$ cat config.mk
export PLATFORM = sky130hd
export DESIGN_NAME = unsigned_integer_ascii_formatter
export DESIGN_NICKNAME = d
export VERILOG_FILES = /design/src/rtl/uiaf_pkg.sv /design/src/rtl/uiaf_queue.sv /design/src/rtl/uiaf_front.sv /design/src/rtl/uiaf_back.sv /design/src/rtl/unsigned_integer_ascii_formatter.sv
export VERILOG_INCLUDE_DIRS = /design/src /design/src/rtl
export SDC_FILE = /design/constraint.sdc
export NUM_CORES = 1
export LEC_CHECK = 0
export ABC_AREA = 0
export BUFFER_PORTS_ARGS = -buffer_cell sky130_fd_sc_hd__buf_2
export CAP_MARGIN = 20
export CORE_MARGIN = 2
export CORE_UTILIZATION = 26
export CTS_CLUSTER_DIAMETER = 50
export CTS_CLUSTER_SIZE = 20
export DETAILED_ROUTE_END_ITERATION = 6
export GPL_TIMING_DRIVEN = 0
export PLACE_DENSITY = 0.45
export SLEW_MARGIN = 15
export SYNTH_ARGS = -nofsm -noshare
export SYNTH_HDL_FRONTEND = slang
export SYNTH_SLANG_ARGS = --single-unit
$ cat constraint.sdc
create_clock -name clk -period 11.2 [get_ports clk]
set_clock_uncertainty 0.15 [all_clocks]
set_input_delay 1.68 -clock clk [delete_from_list [all_inputs] [get_ports clk]]
set_output_delay 1.68 -clock clk [all_outputs]
set_load 0.02 [all_outputs]
$ cat src/rtl/unsigned_integer_ascii_formatter_defines.svh
// Assertion macros for the unsigned integer ASCII formatter.
// Used by the top level only; expects clk and rst in scope.
`ifndef UNSIGNED_INTEGER_ASCII_FORMATTER_DEFINES_SVH
`define UNSIGNED_INTEGER_ASCII_FORMATTER_DEFINES_SVH
`ifndef SYNTH
// same-cycle implication
`define UIAF_ASSERT_IMP(lbl, ante, cons) \
  lbl: assert property (@(posedge clk) disable iff (rst) (ante) |-> (cons)) \
    else $error("uiaf assertion failed");
// next-cycle implication
`define UIAF_ASSERT_NXT(lbl, ante, cons) \
  lbl: assert property (@(posedge clk) disable iff (rst) (ante) |=> (cons)) \
    else $error("uiaf assertion failed");
`else
`define UIAF_ASSERT_IMP(lbl, ante, cons)
`define UIAF_ASSERT_NXT(lbl, ante, cons)
`endif
`endif

$ cat src/rtl/uiaf_pkg.sv
// Shared types, codes and the digit-to-ASCII function of the formatter.
// No dependencies.
package uiaf_pkg;

  // base modes
  localparam logic [1:0] MODE_DEC   = 2'd0;
  localparam logic [1:0] MODE_OCT   = 2'd1;
  localparam logic [1:0] MODE_HEXLO = 2'd2;
  localparam logic [1:0] MODE_HEXUP = 2'd3;

  // length kinds (any other code keeps 32 bits)
  localparam logic [1:0] LEN_32 = 2'd0;
  localparam logic [1:0] LEN_64 = 2'd1;
  localparam logic [1:0] LEN_16 = 2'd2;

  // digit string: 22 digits covers a 64-bit value in octal
  localparam int NDIG   = 22;
  localparam int NDIG_W = 5;

  // precision limit
  localparam logic [5:0] PREC_MAX = 6'd62;

  // queue between front and back
  localparam int QDEPTH = 2;
  localparam int QPTR_W = (QDEPTH > 1) ? $clog2(QDEPTH) : 1;
  localparam int QCNT_W = $clog2(QDEPTH + 1);

  // ASCII codes
  localparam logic [6:0] CH_ZERO  = 7'h30;
  localparam logic [6:0] CH_SPACE = 7'h20;
  localparam logic [6:0] CH_LO_A  = 7'h61;
  localparam logic [6:0] CH_UP_A  = 7'h41;
  localparam logic [6:0] CH_LO_X  = 7'h78;
  localparam logic [6:0] CH_UP_X  = 7'h58;

  typedef logic [NDIG-1:0][3:0] digits_t;

  // one formatted item, laid out by character position
  typedef struct packed {
    digits_t    digs;     // digit values, least significant first
    logic       upper;    // upper case hex letters
    logic [1:0] plen;     // prefix length
    logic [6:0] n_chars;  // total characters, at least one
    logic [6:0] dig_at;   // first digit position
    logic [6:0] pfx_at;   // first prefix position
    logic [6:0] zero_at;  // fill is '0' from here on, ' ' before
  } entry_t;

  typedef struct packed {
    logic full;
    logic empty;
  } qstat_t;

  function automatic logic [6:0] digit_char(input logic [3:0] d, input logic up);
    logic [6:0] c;
    if (d < 4'd10) c = CH_ZERO + {3'b0, d};
    else c = (up ? CH_UP_A : CH_LO_A) + {3'b0, d} - 7'd10;
    return c;
  endfunction

endpackage

$ cat src/rtl/uiaf_queue.sv
// Short FIFO of planned items between the front and back parts.
// Depends on uiaf_pkg.
module uiaf_queue import uiaf_pkg::*; (
  input  logic   clk,
  input  logic   rst,
  input  logic   push,
  input  entry_t push_data,
  input  logic   pop,
  output entry_t head,
  output qstat_t stat
);

  entry_t              slots [QDEPTH];
  logic [QPTR_W-1:0]   wr_ptr;
  logic [QPTR_W-1:0]   rd_ptr;
  logic [QCNT_W-1:0]   count;

  assign stat.full  = (count == QCNT_W'(QDEPTH));
  assign stat.empty = (count == '0);
  assign head       = slots[rd_ptr];

  // storage
  always_ff @(posedge clk) begin
    if (push) slots[wr_ptr] <= push_data;
  end

  // pointers and fill count
  always_ff @(posedge clk) begin
    if (rst) begin
      wr_ptr <= '0;
      rd_ptr <= '0;
      count  <= '0;
    end else begin
      if (push) begin
        wr_ptr <= (wr_ptr == QPTR_W'(QDEPTH - 1)) ? '0 : wr_ptr + 1'b1;
      end
      if (pop) begin
        rd_ptr <= (rd_ptr == QPTR_W'(QDEPTH - 1)) ? '0 : rd_ptr + 1'b1;
      end
      if (push && !pop) count <= count + 1'b1;
      else if (pop && !push) count <= count - 1'b1;
    end
  end

endmodule

$ cat src/rtl/uiaf_front.sv
// Front part: accepts an item, converts the value to digits and plans the
// character layout, then pushes the plan to the queue. Depends on uiaf_pkg.
module uiaf_front import uiaf_pkg::*; #(
  parameter int MAX_WIDTH = 64
) (
  input  logic        clk,
  input  logic        rst,
  input  logic        in_valid,
  output logic        in_stall,
  input  logic [1:0]  mode,
  input  logic [63:0] value,
  input  logic [1:0]  length_kind,
  input  logic        zero_pad_flag,
  input  logic        alt_form_flag,
  input  logic [6:0]  field_width,
  input  logic [6:0]  min_digits,
  input  qstat_t      q_stat,
  output logic        q_push,
  output entry_t      q_data
);

  typedef enum logic [1:0] {S_IDLE, S_CONV, S_COUNT, S_PLAN} state_t;

  state_t             state;
  logic [63:0]        sr;
  logic [79:0]        bcd;
  digits_t            digs;
  logic [4:0]         steps;
  logic               upper;
  logic [1:0]         mode_r;
  logic               zpad_r;
  logic               alt_r;
  logic               prec_given;
  logic [5:0]         prec;
  logic [6:0]         width_r;
  logic               nonzero;
  logic [NDIG_W-1:0]  nd;

  // one double-dabble step: add 3 to digits at or above 5, then shift in
  function automatic logic [79:0] dabble(input logic [79:0] b, input logic s);
    logic [79:0] t;
    t = b;
    for (int d = 0; d < 20; d++) begin
      if (t[4*d +: 4] >= 4'd5) t[4*d +: 4] = t[4*d +: 4] + 4'd3;
    end
    return {t[78:0], s};
  endfunction

  // input decode
  logic [63:0] trunc;
  logic [5:0]  p_sat;
  logic        drop;
  logic        accept;
  logic [6:0]  w_sat;
  digits_t     digs_direct;
  logic [65:0] ext;

  always_comb begin
    case (length_kind)
      LEN_64:  trunc = value;
      LEN_16:  trunc = {48'b0, value[15:0]};
      default: trunc = {32'b0, value[31:0]};
    endcase
    p_sat  = (min_digits[5:0] > PREC_MAX) ? PREC_MAX : min_digits[5:0];
    drop   = (trunc == '0) && !min_digits[6] && (min_digits[5:0] == '0);
    w_sat  = (field_width > 7'(MAX_WIDTH)) ? 7'(MAX_WIDTH) : field_width;
    accept = in_valid && !in_stall;
    ext    = {2'b0, trunc};
    for (int j = 0; j < NDIG; j++) begin
      if (mode == MODE_OCT) digs_direct[j] = {1'b0, ext[3*j +: 3]};
      else if (j < 16) digs_direct[j] = trunc[4*j +: 4];
      else digs_direct[j] = '0;
    end
  end

  assign in_stall = (state != S_IDLE);

  // four conversion bits per cycle
  logic [79:0] bcd_next;
  always_comb begin
    bcd_next = bcd;
    for (int k = 0; k < 4; k++) bcd_next = dabble(bcd_next, sr[63 - k]);
  end

  // leading digit search
  logic [NDIG_W-1:0] nd_next;
  always_comb begin
    nd_next = NDIG_W'(1);
    for (int j = 0; j < NDIG; j++) begin
      if (digs[j] != '0) nd_next = NDIG_W'(j + 1);
    end
  end

  // layout plan
  logic [6:0] nd7, pz, plen7, total, n_chars, pad;
  logic [1:0] plen;
  logic       zero_pad;
  always_comb begin
    nd7      = {2'b0, nd};
    pz       = (prec_given && ({1'b0, prec} > nd7)) ? {1'b0, prec} - nd7 : 7'd0;
    if (!nonzero || !alt_r) plen = 2'd0;
    else if (mode_r == MODE_OCT) plen = 2'd1;
    else if (mode_r == MODE_DEC) plen = 2'd0;
    else plen = 2'd2;
    plen7    = {5'b0, plen};
    total    = nd7 + pz + plen7;
    n_chars  = (width_r > total) ? width_r : total;
    pad      = n_chars - total;
    zero_pad = zpad_r && !prec_given;
    q_data.digs    = digs;
    q_data.upper   = upper;
    q_data.plen    = plen;
    q_data.n_chars = n_chars;
    q_data.dig_at  = n_chars - nd7;
    q_data.pfx_at  = zero_pad ? 7'd0 : pad;
    q_data.zero_at = zero_pad ? 7'd0 : pad + plen7;
  end

  assign q_push = (state == S_PLAN) && !q_stat.full;

  // sequencer
  always_ff @(posedge clk) begin
    if (rst) begin
      state <= S_IDLE;
    end else begin
      case (state)
        S_IDLE: begin
          if (accept && !drop) begin
            mode_r     <= mode;
            upper      <= (mode == MODE_HEXUP);
            zpad_r     <= zero_pad_flag;
            alt_r      <= alt_form_flag;
            prec_given <= !min_digits[6];
            prec       <= p_sat;
            width_r    <= w_sat;
            nonzero    <= (trunc != '0);
            if (mode == MODE_DEC) begin
              bcd <= '0;
              case (length_kind)
                LEN_64: begin
                  sr    <= trunc;
                  steps <= 5'd16;
                end
                LEN_16: begin
                  sr    <= {trunc[15:0], 48'b0};
                  steps <= 5'd4;
                end
                default: begin
                  sr    <= {trunc[31:0], 32'b0};
                  steps <= 5'd8;
                end
              endcase
              state <= S_CONV;
            end else begin
              digs  <= digs_direct;
              state <= S_COUNT;
            end
          end
        end
        S_CONV: begin
          bcd   <= bcd_next;
          sr    <= {sr[59:0], 4'b0};
          steps <= steps - 1'b1;
          digs  <= {8'b0, bcd_next};
          if (steps == 5'd1) state <= S_COUNT;
        end
        S_COUNT: begin
          nd    <= nd_next;
          state <= S_PLAN;
        end
        S_PLAN: begin
          if (!q_stat.full) state <= S_IDLE;
        end
        default: state <= S_IDLE;
      endcase
    end
  end

endmodule

$ cat src/rtl/uiaf_back.sv
// Back part: takes a planned item from the queue and emits its characters
// one per cycle, unless out_stall holds them, through an output register. Depends on uiaf_pkg.
module uiaf_back import uiaf_pkg::*; (
  input  logic       clk,
  input  logic       rst,
  input  entry_t     q_head,
  input  qstat_t     q_stat,
  output logic       q_pop,
  output logic       out_valid,
  input  logic       out_stall,
  output logic [6:0] char_code,
  output logic       last_char
);

  entry_t     cur;
  logic       busy;
  logic [5:0] idx;

  // character at the current position
  logic [6:0]        i7;
  logic [6:0]        dpos;
  logic [NDIG_W-1:0] dsel;
  logic [6:0]        ch;
  logic              is_last;
  logic              emit;
  always_comb begin
    i7   = {1'b0, idx};
    dpos = cur.n_chars - 7'd1 - i7;
    dsel = dpos[NDIG_W-1:0];
    if (i7 >= cur.dig_at) begin
      ch = digit_char(cur.digs[dsel], cur.upper);
    end else if ((cur.plen != 2'd0) && (i7 >= cur.pfx_at)
                 && (i7 < cur.pfx_at + {5'b0, cur.plen})) begin
      if (i7 == cur.pfx_at) ch = CH_ZERO;
      else ch = cur.upper ? CH_UP_X : CH_LO_X;
    end else if (i7 >= cur.zero_at) begin
      ch = CH_ZERO;
    end else begin
      ch = CH_SPACE;
    end
    is_last = (i7 == cur.n_chars - 7'd1);
    emit    = busy && (!out_valid || !out_stall);
  end

  assign q_pop = !busy && !q_stat.empty;

  // payload
  always_ff @(posedge clk) begin
    if (q_pop) cur <= q_head;
    if (emit) begin
      char_code <= ch;
      last_char <= is_last;
    end
  end

  // control
  always_ff @(posedge clk) begin
    if (rst) begin
      busy      <= 1'b0;
      idx       <= '0;
      out_valid <= 1'b0;
    end else begin
      if (q_pop) begin
        busy <= 1'b1;
        idx  <= '0;
      end else if (emit) begin
        if (is_last) busy <= 1'b0;
        else idx <= idx + 1'b1;
      end
      if (emit) out_valid <= 1'b1;
      else if (!out_stall) out_valid <= 1'b0;
    end
  end

endmodule

$ cat src/rtl/unsigned_integer_ascii_formatter.sv
// Top level of the unsigned integer ASCII formatter (%u, %o, %x, %X).
// Depends on uiaf_pkg, uiaf_front, uiaf_queue, uiaf_back and the defines header.
//
// Each item gives its characters on the output channel one per transfer,
// the final one flagged by last_char. The front takes an item and, for
// decimal only, converts it with a double-dabble converter that retires
// four bits per cycle; it then counts the digits and plans the layout
// before the plan sits in a two-entry queue. The back loads a plan from
// the queue and emits N characters, where N is the larger of the field
// width and the formatted length (at most 64). Both parts run at once, so
// the front can take a new item while the back still emits an earlier one.
// A zero value with precision zero is accepted and produces no characters.
`include "unsigned_integer_ascii_formatter_defines.svh"
module unsigned_integer_ascii_formatter import uiaf_pkg::*; #(
  parameter int MAX_WIDTH = 64
) (
  input  logic        clk,
  input  logic        rst,
  input  logic        in_valid,
  output logic        in_stall,
  input  logic [1:0]  mode,
  input  logic [63:0] value,
  input  logic [1:0]  length_kind,
  input  logic        zero_pad_flag,
  input  logic        alt_form_flag,
  input  logic [6:0]  field_width,
  input  logic [6:0]  min_digits,
  output logic        out_valid,
  input  logic        out_stall,
  output logic [6:0]  char_code,
  output logic        last_char
);

  entry_t q_data;
  entry_t q_head;
  qstat_t q_stat;
  logic   q_push;
  logic   q_pop;

  uiaf_front #(.MAX_WIDTH(MAX_WIDTH)) u_front (
    .clk           (clk),
    .rst           (rst),
    .in_valid      (in_valid),
    .in_stall      (in_stall),
    .mode          (mode),
    .value         (value),
    .length_kind   (length_kind),
    .zero_pad_flag (zero_pad_flag),
    .alt_form_flag (alt_form_flag),
    .field_width   (field_width),
    .min_digits    (min_digits),
    .q_stat        (q_stat),
    .q_push        (q_push),
    .q_data        (q_data)
  );

  uiaf_queue u_queue (
    .clk       (clk),
    .rst       (rst),
    .push      (q_push),
    .push_data (q_data),
    .pop       (q_pop),
    .head      (q_head),
    .stat      (q_stat)
  );

  uiaf_back u_back (
    .clk       (clk),
    .rst       (rst),
    .q_head    (q_head),
    .q_stat    (q_stat),
    .q_pop     (q_pop),
    .out_valid (out_valid),
    .out_stall (out_stall),
    .char_code (char_code),
    .last_char (last_char)
  );

  // queue discipline between the two parts
  `UIAF_ASSERT_IMP(a_no_push_full, q_stat.full, !q_push)
  `UIAF_ASSERT_IMP(a_no_pop_empty, q_stat.empty, !q_pop)
  `UIAF_ASSERT_NXT(a_push_fills, q_push && !q_pop, !q_stat.empty)

endmodule

# Word level (Yosys, flattened, before mapping)
# Memory sizes are Yosys's and may differ from the RTL's. A register that Yosys moved wholly into a read port is not among the register bits.
# Cells that the tools add are included.
# classes
n_addsub	98
magnitude_cmp	90
eq_ne	18
mux	169
n_bitwise	2
reduce_logical	72
# op_table
operator	n
4-bit two-way mux	101
64-bit case mux with 2 select lines	3
4-bit by 3-bit greater-or-equal comparator with 1-bit output (second input constant)	80
4-bit by 2-bit adder with 4-bit output (second input constant)	76
88-bit two-way mux	2
88-bit case mux with 2 select lines	1
80-bit two-way mux	2
80-bit case mux with 2 select lines	1
64-bit two-way mux	2
4-bit nonzero test	21
64-bit zero test	1
64-bit nonzero test	1
7-bit two-way mux	8
3-bit two-way mux	17
2-bit two-way mux	13
7-bit by 2-bit adder with 7-bit output	3
6-bit by 7-bit greater-or-equal comparator with 1-bit output	3
4-bit binary-select mux with 5-bit select	1
5-bit case mux with 2 select lines	2
5-bit two-way mux	3
6-bit by 7-bit equality test with 1-bit output	2
1-bit logical AND	13
1-bit zero test	13
3-bit by 2-bit adder with 3-bit output (second input constant)	4
40 further kinds	76
# totals
register_bits	284
mem_bits_rw	238
input_bits	88
out_inout_bits	10
elab_cells	495
mem_count	1
# mem_list
name	words	word_bits	read_ports	rd_clocked_by_memory_dff	wr	line	source
u_queue.slots	2	119	1	1	1	uiaf_queue.sv:13	entry_t slots [QDEPTH];

# Longest topological paths before layout
# Gate-level depths: netlist (run 1).
# depth
word_depth	21
ltp_mapped	36
mapped_depth_nobuf	36

# Hierarchy
# A second synthesis (run 1) with hierarchy kept.
# hier_totals
cells_unflattened	3201
hier_area_um2	37064.3
# modules_own_cells
mod	instances	cells_each	area_per_inst_um2	seq_area_each_um2
uiaf_front	1	2439	22166.3	7787.5
uiaf_queue	1	392	8837.2	7247.0
uiaf_back	1	370	6060.8	3973.8

# Least setup slack after synthesis (run 1)
# No wires, ideal clock.
# synth_timing
path_type	input port to flip-flop
start	input port length_kind[1]
end	register u_front.bcd[0] (enable)
setup_ns	0.680
t_arrival_ns	9.287
t_required_ns	10.370
path_slack_ns	1.083
path_stages	8
path_buffers	1
path_cell_list	inv_1 > ha_1 > clkbuf_1 > a21oi_1 > o21ai_0 > o211ai_1 > o32ai_1 > nor2b_1
# synth_via
elab_chain_len	9
word_cells_on_any_way	10
cone_classes	3 x eq/ne; 1 x mux; 6 x reduce/logical
# synth_lines
element	line	source
start, declared	unsigned_integer_ascii_formatter.sv:23	input logic [1:0] length_kind,
2-bit equality test or 2-bit by 1-bit equality test with 1-bit output (tied branches)	uiaf_front.sv:59	case (length_kind)
64-bit case mux with 2 select lines *	uiaf_front.sv:59	
64-bit zero test *	uiaf_front.sv:65	drop = (trunc == '0) && !min_digits[6] && (min_digits[5:0] == '0);
1-bit logical AND * (2 in a row)	uiaf_front.sv:65	
1-bit zero test *	uiaf_front.sv:128	if (accept && !drop) begin
1-bit logical AND *	uiaf_front.sv:128	
2-bit by 1-bit != test with 1-bit output (no line) *	--	
4-bit AND reduction (no line) *	--	
end signal, assigned	uiaf_front.sv:161	bcd <= bcd_next;
end, declared	uiaf_front.sv:26	logic [79:0] bcd;
# Mark *: on every way between the ends. The rest lies on a longest branch, timed or not.
# A chain may end at the register's enable or synchronous reset.

==> results by group, run 1 <==
Run status
  • Status: finished clean

Global route
  • First-pass GRT wire length: around 160,000 um
  • Initial antenna violation count: 19
  • Vias in the first global route: roughly 25,000
  • Largest net degree at the start of global routing: 77
  • Global Route Usage Sum: 0.145
  • Grt ovf: 0

Synth
  • Top_reg_cell synth: edfxtp_1
  • Net Count, Synth: approximately 3,500
  • Ys async rst share: 0
  • Post-Syn Area: around 36,000 sq um
  • Sequential area share after synthesis: 0.516
  • Post-synth EDFFs: slightly above 600
  • Yosys warns: 0
  • Post-Synthesis Cells: 3,161
  • Register bit count reported by yosys: around 630
  • Synth unique cells: 84
  • Syn Area/Cell: ~11 sq um

Min path
  • Hold Path Class: reg -> reg
  • Hold_sp: u_front.q_data[33]$_DFFE_PP_
  • Hold Path Depth: 0
  • WHS Endpoint: u_queue.slots[0][33]$_DFFE_PP_

CTS
  • Post-cts resize count: 0
  • Clock sinks: 625
  • Longest Clk Path Bufs: 3
  • CTS Root Cell: clkbuf_16
  • Clock H-tree levels: 3
  • Clock Pin Slew Worst Setup and Hold Paths: about 60 ps
  • Num CTS Buffers: 83
  • Clock latency on the worst-skew pair: 670 ps
  • Number of post-CTS setup repair buffers: 0
  • CTS tree: done
  • Post-CTS Hold Buffers: 0

Die
  • Core box area: 138,000 sq um
  • Ports: around 100
  • Die W: about 380 um
  • Floorplan row count: 136
  • Die height: between 300 and 400 um
  • Starting Density: 0.262
  • Total die area: ~140,000 sq um

Setup path
  • Arrival @ worst endpoint: 8790 ps
  • Worst R2R Setup Slack: 2700 ps
  • CP required: 11,490 ps
  • Critical Path Start Type: flop
  • R2R Path Start: u_front.nd[1]$_SDFFCE_PP1P_
  • CP Class: reg -> reg
  • WP buf/inv: 5
  • CP max FO: 10
  • Slowest cell on the critical path: o21ai_0
  • Worst Setup End Kind: flop
  • Top delay family on crit path: adder cells
  • Most used cell, CP: inv_1
  • Reg2reg end: u_queue.slots[0][6]$_DFFE_PP_
  • Reg2Reg Depth: 35
  • Worst path max stage delay: 440 ps

Routing
  • First-pass DRT Iterations: 7
  • Final antenna-violating net count: 0
  • Via count: 24,800
  • WL per Instance: 19.8 um
  • Remaining DRCs: 0
  • Initial DRC count: 1,603
  • Routed wire length: 104,000 um
  • Via density: around 4.7

Power
  • P_leak: 16.1 nW
  • VDD IR-drop max: 0.000153 V
  • PD cells: 268 nW/um^2
  • Tot Pwr: roughly 0.011 W

Cells and area
  • Layout cells sized above 1: 0.138
  • Layout Utilization: 0.307
  • Nets@finish: about 3,700
  • Syn-to-layout area delta: 17.0%
  • Final Cell Area: about 42,000 sq um

STA
  • Final Worst Setup Slack: 2700 ps
  • Period utilisation layout: 0.759
  • Slew @ Worst Pin: between 1000 and 1500 ps
  • Post-route setup TNS: 0 ps
  • Min Tclk post-route: between 8000 and 9000 ps
  • Max_slew headroom: 0.257
  • Hold Vio Cnt, Final: 0
  • Final setup vio count: 0
  • RSZ-0062 raised after global routing: no
  • Slew Viols, Final: 0
  • F_max: around 120 MHz

Placement
  • Post-DP Area: around 40,000 sq um
  • Setup WS pre-CTS: about 2600 ps
  • Port-buffer cells: 97
  • Post-DP HPWL: 79,000 um
  • Final GP Congestion: around 0.89

Job
  • Max-cap violations: 0
-- metal layers --
metal	wire length [um]	up-vias	GRT usage
met1	48400	12000	0.200
met2	47300	586	0.234
met3	4830	204	0.0244
li1	-	12000	-
met5	49	-	0
met4	3040	8	0.0432
-- cells in the final DEF (no fill, tap or decap), types with 81 or more instances in the layout --
master,instances
mux2i_1,145
ha_1,233
a21oi_1,142
nand2_1,282
clkbuf_1,93
inv_1,232
o21ai_0,152
buf_2,103
nor2_1,211
nor2b_1,81
edfxtp_1,611
clkbuf_16,87
mux2_2,139
-- power by group --
group / internal (W) / leakage (nW) / switching, W
Combinational: 0.00196 / 8.91 / 0.00316
Clock: 0.00160 / 1.40 / 0.00117
Sequential: 0.00323 / 5.74 / 0.000214
-- stage by stage --
stage / hold slack (ps) / cells
after floorplan: 271 / 3161
after global placement: 273 / 5052
after detailed placement: 281 / 5070
after CTS: 296 / 5225
after global routing: 311 / 5226
final: 298 / 5230
-- synth_stat cells, types with 35 or more instances --
library cell  instances  area (sq um)
xnor2_1              69           604
mux2_2              139          1570
nand2b_1             66           413
mux2i_1             145          1450
a21oi_1             142           711
nor3_1               36           180
nand2_1             282          1060
nor2b_1              82           513
and2_1               54           338
a21o_1               44           330
xor2_1               37           324
inv_1               233           875
edfxtp_1            611         18300
o21ai_1              37           185
clkbuf_1             90           338
nor3b_1              35           263
o21ai_0             152           761
ha_1                233          2920
nor2_1              214           803
-- sequential cells by signal, indices dropped and copies added (netlist names), 2 cells and up --
name and cells:
u_back.cur 115, u_front.bcd 80, u_back.char_code 7, u_back.idx 6
u_front.sr 64, u_front.steps 5, u_queue.slots 230, u_front.state 2
u_queue.count 2, u_front.prec 6, u_front.width_r 7, u_front.nd 5
u_front.q_data 84, u_front.mode_r 2
-- worst register-to-register path: cells and delay by family, from the launching register on --
kind	cells	cell delay, ps
flip-flops	1	360
adder cells (fa/ha/maj)	9	3010
multiplexers	1	400
buffers and inverters	5	510
AND/OR/NAND/NOR	9	1300
AO/OA/AOI/OAI	10	2250
XOR/XNOR	1	320
-- kinds of logic after synthesis --
logic type	share of synthesized area
and+or+nand+nor	0.126
AOI/OAI and AO/OA	0.112
DFF	0.516
buffers and inverters	0.0355
muxes	0.0989
adders and majority gates	0.0864
xor gates and xnor gates	0.0257
-- how the worst max path moves through the flow --
stage | cells after the start | startpoint | to | slack, ps
CTS | 34 | u_front.nd[1]$_SDFFCE_PP1P_ | u_queue.slots[0][6]$_DFFE_PP_ | 2570
global route | 35 | u_front.nd[1]$_SDFFCE_PP1P_ | u_queue.slots[1][6]$_DFFE_PP_ | 1970
global placement | 9 | length_kind[1] | u_front.bcd[79]$_SDFFCE_PN0P_ | -4490
finish | 35 | u_front.nd[1]$_SDFFCE_PP1P_ | u_queue.slots[0][6]$_DFFE_PP_ | 2700
detailed placement | 35 | u_front.nd[1]$_SDFFCE_PP1P_ | u_queue.slots[0][6]$_DFFE_PP_ | 2640
floorplan | 8 | length_kind[1] | u_front.bcd[0]$_SDFFCE_PN0P_ | 1080
-- layout make-up --
class                   count  area [sq um]
plain buffers             104           402
inverters                 234           883
clock buffers              90          2190
clock inverters            65           741
multi-input cells        2198         16200
well taps                1794          2240
fillers                 14000         95400
flip-flops and latches    625         18600
diodes                      4          10.0
repair buffers            116           918
(Power assumes the default switching activity.)
==> run 2: changes to the inputs <==
Clock period 11.2 ns to 8.2 ns, I/O delays scaled along.
==> results by group, run 2 (synthesis gave the netlist of run 1 again) <==
Run status
  • Status: finished clean

Setup path
  • Top delay family on crit path: adder cells
  • Slowest cell on the critical path: fa_1
  • CP required: 8510 ps (-2980 ps)
  • Worst Setup End Kind: flop
  • CP max FO: 10 (unchanged)
  • Worst path max stage delay: 440 ps (about the same)
  • WP buf/inv: 5 (unchanged)
  • Arrival @ worst endpoint: 7930 ps (-860 ps)
  • Critical Path Start Type: flop
  • CP Class: reg -> reg

Power
  • P_leak: 15.9 nW (-0.74%)
  • VDD IR-drop max: 0.000200 V (+31%)
  • PD cells: 364 nW/um^2 (+36%)
  • Tot Pwr: 0.0153 W (+35%)

Routing
  • WL per Instance: 19.9 um (+0.22%)
  • Initial DRC count: 1,790 (+12%)
  • Remaining DRCs: 0 (unchanged)
  • Via count: 24,800 (-0.25%)
  • Final antenna-violating net count: 0 (unchanged)
  • First-pass DRT Iterations: 5 (-2)
  • Via density: 4.75 (about the same)
  • Routed wire length: 104,000 um (about the same)

CTS
  • Post-CTS Hold Buffers: 0 (unchanged)
  • Clock latency on the worst-skew pair: 650 ps (-20 ps)
  • Longest Clk Path Bufs: 3 (unchanged)
  • Num CTS Buffers: 76 (-8.4%)
  • CTS Root Cell: clkbuf_16
  • Clock H-tree levels: 3 (unchanged)
  • CTS tree: done
  • Clock sinks: 625 (unchanged)
  • Clock Pin Slew Worst Setup and Hold Paths: 70 ps (about the same)

Die
  • Total die area: 142,000 sq um (unchanged)
  • Die height: 377 um (unchanged)
  • Die W: 377 um (unchanged)
  • Core box area: 138,000 sq um (unchanged)
  • Floorplan row count: 136 (unchanged)
  • Ports: 98 (unchanged)
  • Starting Density: 0.262 (unchanged)

STA
  • Period utilisation layout: 0.929 (+0.169)
  • RSZ-0062 raised after global routing: no
  • F_max: 131 MHz (+12%)
  • Max_slew headroom: 0.304 (+0.0475)
  • Slew Viols, Final: 0 (unchanged)
  • WHS: 297 ps (-1.30 ps)
  • Slew @ Worst Pin: 1030 ps (-78.1 ps)
  • Min Tclk post-route: 7620 ps (-889 ps)
  • Final Worst Setup Slack: 585 ps (-2110 ps)
  • Hold Vio Cnt, Final: 0 (unchanged)
  • Final setup vio count: 0 (unchanged)

Cells and area
  • Final Cell Area: 42,000 sq um (-0.46%)
  • Biggest register: u_queue.slots
  • Commonest non-fill, non-tap cell in the layout: edfxtp_1
  • Max reg flops: 230 (unchanged)
  • Commonest non-fill, non-tap cells in the layout: edfxtp_1 (611), nand2_1 (282), ha_1 (233)
  • Syn-to-layout area delta: 16.5%
  • Layout cells sized above 1: 0.136 (-0.00148)
  • Layout fillers: 14,000 (+0.13%)
  • Nets@finish: 3,685 (-0.19%)

Global route
  • Initial antenna violation count: 19 (unchanged)
  • First-pass GRT wire length: 153,000 um (-1.5%)
  • Grt ovf: 0 (unchanged)
  • Global Route Usage Sum: 0.144 (-0.00179)
  • Vias in the first global route: 24,000 (-2.3%)
  • Largest net degree at the start of global routing: 67 (-13%)

Placement
  • Port-buffer cells: 97 (unchanged)
  • Final GP Congestion: 0.877 (-1.7%)
  • Setup WS pre-CTS: -303 ps (-2940 ps)
  • Post-DP Area: 39,300 sq um (about the same)
  • Post-DP HPWL: 78,800 um (-0.24%)

Min path
  • Hold Path Class: reg -> reg

Job
  • Max-cap violations: 0 (unchanged)
## run 2: cell count changes in the layout (fill, tap and decap cells not counted), moves of 3 or more
| cell | before | now |
|---|---|---|
| clkinv_2 | 2 | 6 |
| clkbuf_16 | 87 | 80 |
| clkinv_4 | 9 | 2 |
| o21ai_1 | 37 | 40 |
| inv_6 | 16 | 9 |
| o21ai_0 | 152 | 148 |
## run 2: through the flow
stage,TNS (ps),cells,util
after CTS,0,5211,0.305
after detailed placement,-869,5070,0.285
after floorplan,0,3161,-
final,0,5216,0.305
after global routing,0,5214,0.305
after global placement,-675810,5052,0.282
## run 2: area by class of cell
type | instances | area, sq um | area share
flip-flops and latches | 625 | 18600 | 0.443
multi-input cells | 2198 | 16300 | 0.387
well taps | 1794 | 2240 | 0.0534
clock buffers | 85 | 2020 | 0.0481
repair buffers | 116 | 917 | 0.0218
inverters | 234 | 883 | 0.0210
clock inverters | 56 | 669 | 0.0159
plain buffers | 104 | 402 | 0.00955
diodes | 4 | 10.0 | 0.000238
## run 2: final timing paths
path	endpoint	startpoint	slack [ps]	cells after the start
min	u_queue.slots[1][30]$_DFFE_PP_	u_front.upper$_DFFE_PP_	300	0
max	u_queue.slots[0][6]$_DFFE_PP_	u_front.nd[1]$_SDFFCE_PP1P_	580	35
max reg2reg	u_queue.slots[0][6]$_DFFE_PP_	u_front.nd[1]$_SDFFCE_PP1P_	580	35
min reg2reg	u_queue.slots[1][30]$_DFFE_PP_	u_front.upper$_DFFE_PP_	300	0
## run 2: layer usage
metal	vias up	track usage	part of all wire	routed length (um)
met2	604	0.225	0.45	46100
met4	10	0.0477	0.033	3380
met1	12000	0.201	0.47	48700
met5	-	0	0.00064	66
met3	195	0.0230	0.051	5330
li1	12000	-	-	-
## run 2: power by group
part / leakage, nW / internal (W) / total [W] / switching [W]
clock: 1.28 / 0.00204 / 0.00357 / 0.00153
sequential: 5.74 / 0.00441 / 0.00470 / 0.000297
combinational: 8.92 / 0.00269 / 0.00705 / 0.00435
## run 2: what timing repair did
item                                    in CTS  in global routing
gates resized for setup                      5                  9
pin swaps                                    0                  1
buffers inserted                             0                  0
endpoints found under the setup margin       6                  8
==> run 3: changes to the inputs <==
Settings changed: CORE_ASPECT_RATIO from default to 0.7, CORE_UTILIZATION 26 to 36, PLACE_DENSITY 0.45 to 0.56.
==> results by group, run 3 (synthesis gave the netlist of run 1 again) <==
Setup path
  • CP max FO: 10 (unchanged)
  • CP Class: reg -> reg
  • Worst Setup End Kind: flop
  • Slowest cell on the critical path: fa_1
  • Arrival @ worst endpoint: 8000 ps (+70 ps)
  • Worst path max stage delay: 440 ps (about the same)
  • CP required: 8510 ps (about the same)
  • Critical Path Start Type: flop

Cells and area
  • Sequential Area: 18,600 sq um (unchanged)
  • Commonest non-fill, non-tap cells in the layout: edfxtp_1 (611), nand2_1 (282), ha_1 (233)
  • Final Cell Area: 41,100 sq um (-2.3%)
  • Layout fillers: 9,489 (-32%)
  • Biggest register: u_queue.slots
  • Layout cells sized above 1: 0.129 (-0.00702)
  • Nets@finish: 3,670 (-0.41%)
  • Syn-to-layout area delta: 13.9%
  • Post-Layout Cell Count: 4,728 (-9.4%)
  • Area occupied by multi-input gates: 16,300 sq um (about the same)
  • Max reg flops: 230 (unchanged)
  • Commonest non-fill, non-tap cell in the layout: edfxtp_1

Placement
  • Final GP Congestion: 0.909 (+3.6%)
  • Port-buffer cells: 97 (unchanged)
  • Post-DP Area: 38,800 sq um (-1.1%)
  • Post-DP HPWL: 72,400 um (-8.2%)
  • Post-placement cell count: 4,616 (-9.0%)

Routing
  • Initial DRC count: 2,189 (+22%)
  • First-pass DRT Iterations: 7 (+2)
  • WL per Instance: 20.2 um (+1.9%)
  • Remaining DRCs: 0 (unchanged)
  • Routed wire length: 95,700 um (-7.6%)
  • Via count: 24,700 (-0.12%)
  • Final antenna-violating net count: 0 (unchanged)
  • Via density: 5.23 (+10%)

Job
  • Max-cap violations: 0 (unchanged)

Run status
  • Status: finished clean

CTS
  • Clock latency on the worst-skew pair: 660 ps (about the same)
  • CTS tree: done
  • Clock sinks: 625 (unchanged)
  • CTS Root Cell: clkbuf_16
  • Num CTS Buffers: 57 (-25%)
  • Number of post-CTS setup repair buffers: 0 (unchanged)
  • Clock Pin Slew Worst Setup and Hold Paths: 80 ps (about the same)
  • Clock H-tree levels: 2 (-1)
  • Longest Clk Path Bufs: 3 (unchanged)

Global route
  • First-pass GRT wire length: 145,000 um (-5.5%)
  • Global Route Usage Sum: 0.185 (+0.0409)
  • Grt ovf: 0 (unchanged)
  • Initial antenna violation count: 12 (-7)
  • Largest net degree at the start of global routing: 70 (+4.5%)
  • Vias in the first global route: 23,200 (-3.4%)

STA
  • Final setup vio count: 0 (unchanged)
  • Period utilisation layout: 0.938 (+0.00935)
  • Slew @ Worst Pin: 1080 ps (+44.0 ps)
  • Min Tclk post-route: 7690 ps (+76.6 ps)
  • Hold Vio Cnt, Final: 0 (unchanged)
  • F_max: 130 MHz (-1.0%)
  • Max_slew headroom: 0.276 (-0.0286)
  • RSZ-0062 raised after global routing: no
  • Slew Viols, Final: 0 (unchanged)
  • WHS: 299 ps (+2.47 ps)

Die
  • Ports: 98 (unchanged)
  • Die height: 269 um (-29%)
  • Floorplan row count: 97 (-29%)
  • Core box area: 99,800 sq um (-28%)
  • Die W: 382 um (+1.6%)
  • Total die area: 103,000 sq um (-27%)
  • Starting Density: 0.362 (+0.0996)

Min path
  • Hold Path Class: reg -> reg

Power
  • P_leak: 15.8 nW (-1.1%)
  • PD cells: 360 nW/um^2 (-1.2%)
  • VDD IR-drop max: 0.000273 V (+37%)
[run 3: worst max-delay path: cells and delay by family (launching register included)]
family	cells	cell delay, ps
AOI/OAI and AO/OA	10	1930
xor gates and xnor gates	1	250
adders and majority gates	9	2950
buffers and inverters	5	410
DFF	1	400
muxes	1	250
and+or+nand+nor	9	1200
[run 3: power by group]
group / switching [W] / internal, W
clock: 0.00138 / 0.00166
combinational: 0.00436 / 0.00271
sequential: 0.000272 / 0.00440
total: 0.00602 / 0.00877
[run 3: stage by stage]
stage | setup WS (ps) | total power, W | util | setup TNS, ps
2_1_floorplan | 940 | 0.00962 | - | 0
5_1_grt | 13.9 | 0.0158 | 0.412 | 0
3_5_place_dp | -179 | 0.0117 | 0.389 | -489
4_1_cts | 36.5 | 0.0148 | 0.411 | 0
6_report | 508 | 0.0148 | 0.412 | 0
3_3_place_gp | -2580 | 0.0117 | 0.383 | -703980
[run 3: final timing paths]
path                                startpoint                              to  slack, ps  cells after the start
setup / recovery   u_front.nd[1]$_SDFFCE_PP1P_   u_queue.slots[1][6]$_DFFE_PP_        510                     35
hold / removal    u_front.q_data[34]$_DFFE_PP_  u_queue.slots[0][34]$_DFFE_PP_        300                      0
setup reg to reg   u_front.nd[1]$_SDFFCE_PP1P_   u_queue.slots[1][6]$_DFFE_PP_        510                     35
hold reg to reg   u_front.q_data[34]$_DFFE_PP_  u_queue.slots[0][34]$_DFFE_PP_        300                      0
[run 3: repair_timing]
| action | in CTS | in global routing |
|---|---|---|
| gates resized for setup | 4 | 8 |
| endpoints found under the setup margin | 4 | 10 |
| hold buffers | 0 | 0 |
[run 3: cell type report]
class	instances	share of cell area
Tap cell	1336	0.0407
Clock buffer	60	0.0355
Inverter	234	0.0215
Multi-Input combinational cell	2198	0.396
Timing Repair Buffer	120	0.0260
Buffer	104	0.00978
Antenna cell	5	0.000305
Sequential cell	625	0.453
Clock inverter	46	0.0173
[run 3: per-layer routing]
layer	global-route usage	part of all wire	vias to the layer above
met4	0.0494	0.025	14
met1	0.284	0.50	11900
met3	0.0312	0.065	181
li1	-	-	11900
met2	0.265	0.41	732
met5	0	0.00086	-
